`config.mk`:
```
export PLATFORM = sky130hd
export DESIGN_NAME = scpa_class_unit
export DESIGN_NICKNAME = d
export VERILOG_FILES = /design/src/rtl/scpa_pkg.sv /design/src/rtl/scpa_class_unit.sv
export SDC_FILE = /design/constraint.sdc
export NUM_CORES = 1
export LEC_CHECK = 0
export BUFFER_PORTS_ARGS = -buffer_cell sky130_fd_sc_hd__buf_2
export CORE_MARGIN = 1.5
export CORE_UTILIZATION = 45
export DETAILED_ROUTE_END_ITERATION = 7
export PLACE_DENSITY = 0.86
export SLEW_MARGIN = 0
export SYNTH_ARGS = -nofsm -noshare
export SYNTH_HDL_FRONTEND = slang
export SYNTH_SLANG_ARGS = --single-unit
```
`constraint.sdc`:
```
create_clock -name vclk -period 5.7
set_clock_uncertainty 0.15 [all_clocks]
set_input_delay 0.57 -clock vclk [all_inputs]
set_output_delay 0.57 -clock vclk [all_outputs]
set_load 0.1 [all_outputs]
```
`src/rtl/scpa_pkg.sv`:
```
// scpa_pkg: shared types and codes for the size class pool allocator
// no dependencies; imported by the allocator modules and the checker
`default_nettype none

package scpa_pkg;

    localparam int SIZE_W = 20;
    localparam int ADDR_W = 25;
    localparam int CLS_W  = 5;
    localparam int OCLS_W = 4;
    localparam int STAT_W = 3;
    localparam int FUNC_W = 2;

    typedef logic [STAT_W-1:0] t_status;
    typedef logic [FUNC_W-1:0] t_func;

    localparam t_status ST_OK          = 3'd0;
    localparam t_status ST_ZERO        = 3'd1;
    localparam t_status ST_OVERSIZE    = 3'd2;
    localparam t_status ST_EXHAUSTED   = 3'd3;
    localparam t_status ST_NOT_GROWING = 3'd4;

    localparam t_func FN_ALLOC   = 2'd0;
    localparam t_func FN_FREE    = 2'd1;
    localparam t_func FN_REALLOC = 2'd2;

    typedef struct packed {
        logic             zero;
        logic             oversize;
        logic [CLS_W-1:0] cls;
    } t_cls_res;

endpackage

`default_nettype wire

```
`src/rtl/scpa_class_unit.sv`:
```
// scpa_class_unit: shared size to class encoder (round up to power of two)
// depends on scpa_pkg
`default_nettype none

module scpa_class_unit #(
    parameter int MIN_CLASS_LOG2 = 5,
    parameter int CLASS_COUNT    = 11
) (
    input  logic [scpa_pkg::SIZE_W-1:0] i_size,
    output scpa_pkg::t_cls_res          o_res
);
    import scpa_pkg::*;

    logic [SIZE_W-1:0] x;
    logic [CLS_W-1:0]  msb;
    logic [CLS_W-1:0]  cls;

    always_comb begin
        x   = (i_size - SIZE_W'(1)) | SIZE_W'((1 << MIN_CLASS_LOG2) - 1);
        msb = '0;
        for (int i = 0; i < SIZE_W; i++) begin
            if (x[i]) begin
                msb = CLS_W'(i);
            end
        end
        cls = msb + CLS_W'(1) - CLS_W'(MIN_CLASS_LOG2);
    end

    assign o_res.zero     = (i_size == '0);
    assign o_res.cls      = cls;
    assign o_res.oversize = (cls >= CLS_W'(CLASS_COUNT));

endmodule

`default_nettype wire

```
**Word-level counts from Yosys, hierarchy flattened**

Index checks and enable logic that the tools add are counted.
W data, S select, Z words.

- Register bits: 0
- Bits of input ports: 20
- Output and inout bits: 7
- Logic and storage cells: 20

- Reductions and logical operators: 1
- Mux-type cells: 15
- Magnitude comparators: 1
- $add $sub $neg: 3

Operator list:

| kind | count |
|---|---|
| $mux W5 | 13 |
| $logic_not A20 Y1 | 1 |
| $sub A20 B1 Y20 const B | 1 |
| $add A5 B1 Y5 const B | 1 |
| $ge A5 B4 Y1 const B | 1 |
| $sub A5 B3 Y5 const B | 1 |
| $mux W2 | 1 |
| $mux W1 | 1 |

**Depth between registers and ports, before layout**

Gate-level depths: netlist of the first run.

- Depth in word-level cells: 19
- Depth in mapped cells: 11
- Gate-level depth less buffers: 11

**Least setup slack after synthesis of the first run**

Ideal clock, no wire load.

- Kind: input to output
- Start: input port i_size[4] (netlist name)
- End: output port o_res[5] (netlist name)
- Slack: -436 ps
- Path buffers: 0
- Stages on the path: 9
- Arrival time: 5416 ps
- Data required time: 4980 ps
- Path through: or4_4 > nor3_1 > nand3_1 > nand3b_1 > a21o_1 > ha_1 > xor2_1 > nand2b_1 > o32a_1

RTL lines:

| item | RTL line | text |
|---|---|---|
| from (decl) | scpa_class_unit.sv:9 | `input logic [scpa_pkg::SIZE_W-1:0] i_size,` |
| to (decl) | scpa_class_unit.sv:10 | `output scpa_pkg::t_cls_res o_res` |

==> flow_summary.ini, run 1 <==
[outcome]
outcome = completed

[placed_design]
port_buffers = 27
hpwl_mm = 1.438
gp_congestion = 0.8939
place_inst = 137

[timing]
tightestPinTransition_ns = 0.7960
max_slew_margin = 0.4652
post-route-period-util = 0.7460
fmax_mhz = 235.2
hold_violations = 0
worst_hold_slack_ns = 1.558
finalSetupTns_ns = 0
setup_viol = 0
min_period_ns = 4.252
maxSlewViolCount = 0
rsz0062_at_grt = false

[layout]
syn_to_final_growth_pct = 21.72
final_nets = 146
diodes = 0
drive_above_1_share = 0.2951
seq_cell_count = 0
num-fill-cells = 132
instances_no_fill = 137
regArea_um2 = 0
nClkBuffers = 0

[routing]
firstDrtPassIters = 4
first_iter_violations = 41
drc = 0
vias = 873
wl_per_cell_um = 13.38
routed_wirelength_mm = 1.833
postRouteAntennaNets = 0
detail_route.vias_per_cell = 6.372

[synthesis]
synth_area_per_cell_um2 = 6.458
synthesis.area_um2 = 639.4
ys_top_cells_by_area = nor2_1 (7.0%), nor3_1 (6.3%), nand2b_1 (5.9%)
yosysTopAreaCell = nor2_1
synth.yosys.warnings = 0
ys_seq_area_frac = 0
ys_types = 42
synth_common_cells = nor2_1 (12), inv_1 (9), nor3_1 (8), nand2_1 (6), nand2b_1 (6)
netlist_instances = 99
synth.top_cell.area_share = 0.07045
syn_nets = 121
yosysMostFrequentCell = nor2_1

[floorplanning]
io_pins = 27
dieArea_um2 = 1656
die_w_um = 40.70
die_h_um = 40.70
core_um2 = 1318
num_rows = 13
initial_utilization = 0.4853

[grt]
antenna_found_initial = 0
overflow = 0
grt_max_degree = 12
grt_usage = 0.2483
grt_pass1_wl_mm = 2.939
grt_pass1_vias = 663

[clock_tree]
postCtsResizedCells = 0
cts_setup_buffers = 0
cts_hold_buf = 0

[pwr]
p_per_area_nw_per_um2 = 80.40
p_leak_nw = 0.3106
vdd_ir_drop_max_mv = 0.04658

[worst_setup_path]
end_kind = output port
cp-endpoint = o_res[5]
cp_max_fo = 8
startpoint_type = primary input
crit_type = primary input to output port
required_ns = 4.98
crit_path_start = i_size[4]
cp.arrival_ns = 3.53

[job]
max_cap_viol_count = 0

[min_path]
hp-class = primary input to output port
## layout make-up
class                           count  area [µm²]  area share
Multi-Input combinational cell     86       590.6      0.7588
Timing Repair Buffer               27       135.1      0.1736
Tap cell                           15       18.77     0.02412
Inverter                            9       33.78     0.04341
## worst min path at each step
stage	from	end	cells past startpoint
3_3_place_gp	i_size[19]	o_res[6]	4
6_report	i_size[19]	o_res[6]	4
5_1_grt	i_size[19]	o_res[6]	4
3_5_place_dp	i_size[19]	o_res[6]	4
4_1_cts	i_size[19]	o_res[6]	4
2_1_floorplan	i_size[19]	o_res[6]	2
## worst max-delay path, stage by stage
cell	delay, ns
buf_2	0.10
or4_4	0.54
nor3_1	0.67
nand3_1	0.19
nand3b_1	0.22
a21o_1	0.17
ha_1	0.24
xor2_2	0.16
nand2b_1	0.13
o32a_1	0.12
buf_2	0.41
## metal layers
metal / global-route usage / routed length [µm]
met1: 0.3774 / 809
met2: 0.4127 / 883
met3: 0 / 135
met4: 0 / 5
met5: 0 / 0
## cell families after synthesis
group / share of synthesized area
compound gates: 0.3640
xor+xnor: 0.01370
fa+ha+maj: 0.03913
buf+inv: 0.08806
mux: 0.01566
simple gates: 0.4795
## cell usage in the layout (no fill, tap or decap), types with 2 or more instances in the layout
cell and n:
buf_2 27, nor2_1 12, inv_1 9, nor3_1 8, nand2b_1 6, nand2_1 6
a21oi_1 5, or4_4 3, nor4_1 3, or3_1 3, o21ai_0 3, a31o_2 2
nand3_1 2, a211oi_1 2, a31oi_1 2, o21bai_1 2, a311o_1 2, ha_1 2
## power by group
part           switching (mW)  internal, mW
Sequential                  0             0
Combinational          0.0438        0.0187
Clock                       0             0
Total                  0.0438        0.0187
## through the flow
stage	worst slack, ns	utilization	total power [mW]	cell area (µm²)
3_5_place_dp	1.503	0.5907	0.06175	778.2
6_report	1.448	0.5907	0.06257	778.2
4_1_cts	1.470	0.5907	0.06204	778.2
2_1_floorplan	0.08547	-	0.04294	646.9
5_1_grt	1.232	0.5907	0.06757	778.2
3_3_place_gp	1.629	0.5907	0.06065	778.2
(Power assumes the default switching activity.)
==> inputs of run 2 (changes only) <==
- PLACE_DENSITY: 0.86 -> 0.89
- clock period: 5.7 -> 3.6 ns (I/O delays scaled with it)
==> run 2 against run 1 <==
Effect of this change: setup slack worse by 1.3 ns; design area is 18% higher; largest cell class unchanged; largest power group unchanged; via count is 1.4% higher; count of clock-buffer cells in the layout stayed put; non-clock buffer count is 2 higher.
==> flow_summary.ini, run 2 (same netlist as run 1, synthesis figures left out) <==
[grt]
grt_usage = 0.2506
antenna_found_initial = 0
overflow = 0
grt_max_degree = 12
grt_pass1_wl_mm = 2.939
grt_pass1_vias = 717

[floorplanning]
io_pins = 27
num_rows = 13
die_w_um = 40.70
die_h_um = 40.70
dieArea_um2 = 1656
core_um2 = 1318
initial_utilization = 0.4853

[layout]
drive_above_1_share = 0.3629
seq_cell_count = 0
final_nets = 148
final_common_cell = buf_2
instances_no_fill = 139
regArea_um2 = 0
syn_to_final_growth_pct = 43.84
utilization = 0.6980
diodes = 0
layout_common_cells = buf_2 (23), nor2_1 (12), inv_1 (9)
nClkBuffers = 0
num-fill-cells = 104

[placed_design]
gp_congestion = 0.8882
place_inst = 139
hpwl_mm = 1.556
port_buffers = 27

[min_path]
hold_end = o_res[0]
holdPathStages = 4
hp-class = primary input to output port
worstHoldStart = i_size[16]

[pwr]
switchingPower_mw = 0.07442
clkPwrFrac = 0
vdd_ir_drop_max_mv = 0.05834
comb_power_share = 1.000
p_int_mw = 0.04257
p_per_area_nw_per_um2 = 127.2
seq_power_share = 0
switching_share = 0.6361
total_power_mw = 0.1170
p_leak_nw = 0.3586

[routing]
detail_route.vias_per_cell = 6.367
vias = 885
postRouteAntennaNets = 0
first_iter_violations = 48
wl_per_cell_um = 13.69
drc = 0
firstDrtPassIters = 4
routed_wirelength_mm = 1.903

[worst_setup_path]
end_kind = output port
cp_slowest_cell = or4_4
required_ns = 3.09
cp.arrival_ns = 2.91
crit_chain = buf_2, or4_4, or3_4, o21ai_1, nand3b_1, a31o_2, ha_4, xor2_4, nand2b_4, o32a_4, buf_12
cpPeakStageDelay_ns = 0.55
crit_type = primary input to output port
cp_max_fo = 7
startpoint_type = primary input

[clock_tree]
cts_hold_buf = 0
cts_setup_buffers = 0

[timing]
maxSlewViolCount = 0
setup_viol = 0
post-route-period-util = 0.9508
tightestPinTransition_ns = 0.4952
fmax_mhz = 292.1
hold_violations = 0
rsz0062_at_grt = false
worst_hold_slack_ns = 1.123
max_slew_margin = 0.6680
finalSetupTns_ns = 0
min_period_ns = 3.423

[job]
max_cap_viol_count = 0

[outcome]
outcome = completed
run 2: changes by cell type in the layout (fill, tap and decap cells not counted), moves of 2 or more:
cell    change
buf_12      +4
nor3_1      -2
buf_4       +2
buf_2       -4
nor3_2      +2
run 2: how the worst max path moves through the flow:
stage / startpoint / endpoint / slack, ns / depth (start not counted)
3_5_place_dp: i_size[4] / o_res[5] / 0.09 / 11
5_1_grt: i_size[4] / o_res[5] / 0.11 / 12
4_1_cts: i_size[4] / o_res[5] / 0.08 / 11
6_report: i_size[4] / o_res[5] / 0.18 / 11
3_3_place_gp: i_size[4] / o_res[5] / 0.10 / 11
2_1_floorplan: i_size[4] / o_res[5] / -0.44 / 10
run 2: per-layer routing:
layer | GRT usage | vias up | wire length, µm
met1 | 0.3226 | 405 | 829
met4 | 0.01667 | 0 | 0
li1 | - | 434 | -
met5 | 0 | - | 0
met3 | 0 | 0 | 109
met2 | 0.4802 | 46 | 964
run 2: final cells by class:
class,instances,area (µm²),area share
inverters,9,33.78,0.03673
multi-input cells,86,656.9,0.7143
well taps,15,18.77,0.02041
repair buffers,29,210.2,0.2286
run 2: power groups by stage:
stage	logic [mW]	clock network, mW	registers (mW)
floorplan	0.0732	0	0
global placement	0.113	0	0
detailed placement	0.115	0	0
CTS	0.116	0	0
global route	0.124	0	0
finish	0.117	0	0
run 2: critical path, delay by kind of cell:
kind,cells,cell delay [ns]
AO/OA/AOI/OAI,3,0.62
XOR/XNOR,1,0.16
adder cells (fa/ha/maj),1,0.18
buffers and inverters,2,0.27
AND/OR/NAND/NOR,4,1.32
run 2: timing repair:
action | CTS | global route
hold endpoints to repair | 0 | 0
resized for setup | 0 | 2
endpoints found under the setup margin | 0 | 1
run 2: stage by stage:
step	setup WS (ns)	area, µm²
after CTS	0.08464	909.6
after global routing	0.1051	919.6
after floorplan	-0.4376	703.2
final	0.1771	919.6
after global placement	0.1046	909.6
after detailed placement	0.08855	909.6
==> inputs of run 3 (changes only) <==
- RECOVER_POWER: unset -> 100
- SLEW_MARGIN: 0 -> 5
==> run 3 against run 2 <==
Effect of this change: via count down 0.79%; critical path depth increased by 1; combinational power shrank 9%; routed wire length is 1.0% lower; count of clock-buffer cells in the layout is the same; sequential cell count unchanged; setup slack got worse by 0.0045 ns; non-clock buffer count stayed put; worst hold slack better by 0.00096 ns; critical path type unchanged; critical endpoint unchanged; largest cell class unchanged; largest power group unchanged; highest routed layer unchanged.
==> flow_summary.ini, run 3 (same netlist as run 1, synthesis figures left out) <==
[layout]
syn_to_final_growth_pct = 35.42
instances_no_fill = 139
layout_common_cells = buf_2 (22), nor2_1 (12), inv_1 (9)
regArea_um2 = 0
diodes = 0
final_common_cell = buf_2
final_nets = 148
nClkBuffers = 0
drive_above_1_share = 0.3629
seq_cell_count = 0

[worst_setup_path]
crit_chain = buf_2, or4_4, or3_4, o21ai_1, nand3b_1, a31o_2, inv_1, ha_1, inv_1, a211oi_2, o32a_4, buf_6
cp-endpoint = o_res[5]
cp.arrival_ns = 2.92
cpPeakStageDelay_ns = 0.55
crit_buf_inv = 4
end_kind = output port
cp_slowest_cell = or4_4
crit_type = primary input to output port
crit_top_cell = inv_1
required_ns = 3.09
cp_max_fo = 7
startpoint_type = primary input
crit_family = simple AND/OR/NAND/NOR gates
crit_cells = 12
crit_path_start = i_size[4]

[timing]
rsz0062_at_grt = false
max_slew_margin = 0.6377
post-route-worst-setup-slack_ns = 0.1726
post-route-period-util = 0.9521
fmax_mhz = 291.8
hold_violations = 0
min_period_ns = 3.427
maxSlewViolCount = 0
tightestPinTransition_ns = 0.5458
setup_viol = 0

[min_path]
hp-class = primary input to output port

[grt]
overflow = 0
top_usage_layer = met2
grtUsageMet2 = 0.4802
antenna_found_initial = 0
grt_pass1_vias = 717
grt_usage = 0.2506
use_met1 = 0.3226
grt_util_met3 = 0
grt_max_degree = 12
grt_pass1_wl_mm = 2.939

[floorplanning]
core_um2 = 1318
io_pins = 27
dieArea_um2 = 1656
initial_utilization = 0.4853
die_h_um = 40.70
num_rows = 13
die_w_um = 40.70

[placed_design]
hpwl_mm = 1.556
port_buffers = 27
gp_congestion = 0.8882
dp_worst_setup_slack_ns = 0.08855
place_inst = 139

[routing]
detail_route.vias_per_cell = 6.317
wl_per_cell_um = 13.55
firstDrtPassIters = 4
vias = 878
drc = 0
postRouteAntennaNets = 0
routed_wirelength_mm = 1.884
first_iter_violations = 32

[job]
max_cap_viol_count = 0

[pwr]
vdd_ir_drop_max_mv = 0.05158
p_per_area_nw_per_um2 = 123.3
p_leak_nw = 0.3384

[clock_tree]
cts_hold_buf = 0

[outcome]
outcome = completed
==> run 3: per-stage QoR <==
| step | total power, mW | area [µm²] | setup TNS (ns) | hold WS (ns) | utilization |
|---|---|---|---|---|---|
| 2_1_floorplan | 0.07319 | 703.2 | -0.4376 | 0.9323 | - |
| 6_report | 0.1067 | 865.8 | 0 | 1.124 | 0.6572 |
| 3_3_place_gp | 0.1128 | 909.6 | 0 | 1.099 | 0.6904 |
| 5_1_grt | 0.1140 | 865.8 | 0 | 1.157 | 0.6572 |
| 3_5_place_dp | 0.1154 | 909.6 | 0 | 1.110 | 0.6904 |
| 4_1_cts | 0.1157 | 909.6 | 0 | 1.111 | 0.6904 |
==> run 3: layout make-up <==
type | count | area, µm²
Inverter | 9 | 33.78
Fill cell | 111 | 451.7
Multi-Input combinational cell | 86 | 656.9
Timing Repair Buffer | 29 | 156.4
Tap cell | 15 | 18.77
==> run 3: worst min-delay path: stages <==
cell,delay [ns]
buf_2,0.12
or3_1,0.12
nor2_1,0.04
buf_2,0.28
==> run 3: worst min path at each step <==
stage                     startpoint        to  slack (ns)  cells after the start
final                     i_size[19]  o_res[6]        1.12                      4
after global routing      i_size[19]  o_res[6]        1.16                      4
after detailed placement  i_size[16]  o_res[0]        1.11                      4
after CTS                 i_size[16]  o_res[0]        1.11                      4
after floorplan           i_size[14]  o_res[2]        0.93                      2
after global placement    i_size[16]  o_res[0]        1.10                      4
==> run 3: repair_timing <==
item / CTS / global route
setup buffers: 0 / 0
setup endpoints to repair: 0 / 1
resized for setup: 0 / 2
==> run 3: where the power goes <==
part | switching, mW | internal [mW]
Clock | 0 | 0
Combinational | 0.0727 | 0.0341
Sequential | 0 | 0
==> run 3: metal layers <==
layer  routed length [µm]  vias to the layer above
met2                  959                       38
li1                     -                      434
met5                    0                        -
met1                  793                      406
met3                  131                        0
met4                    0                        0
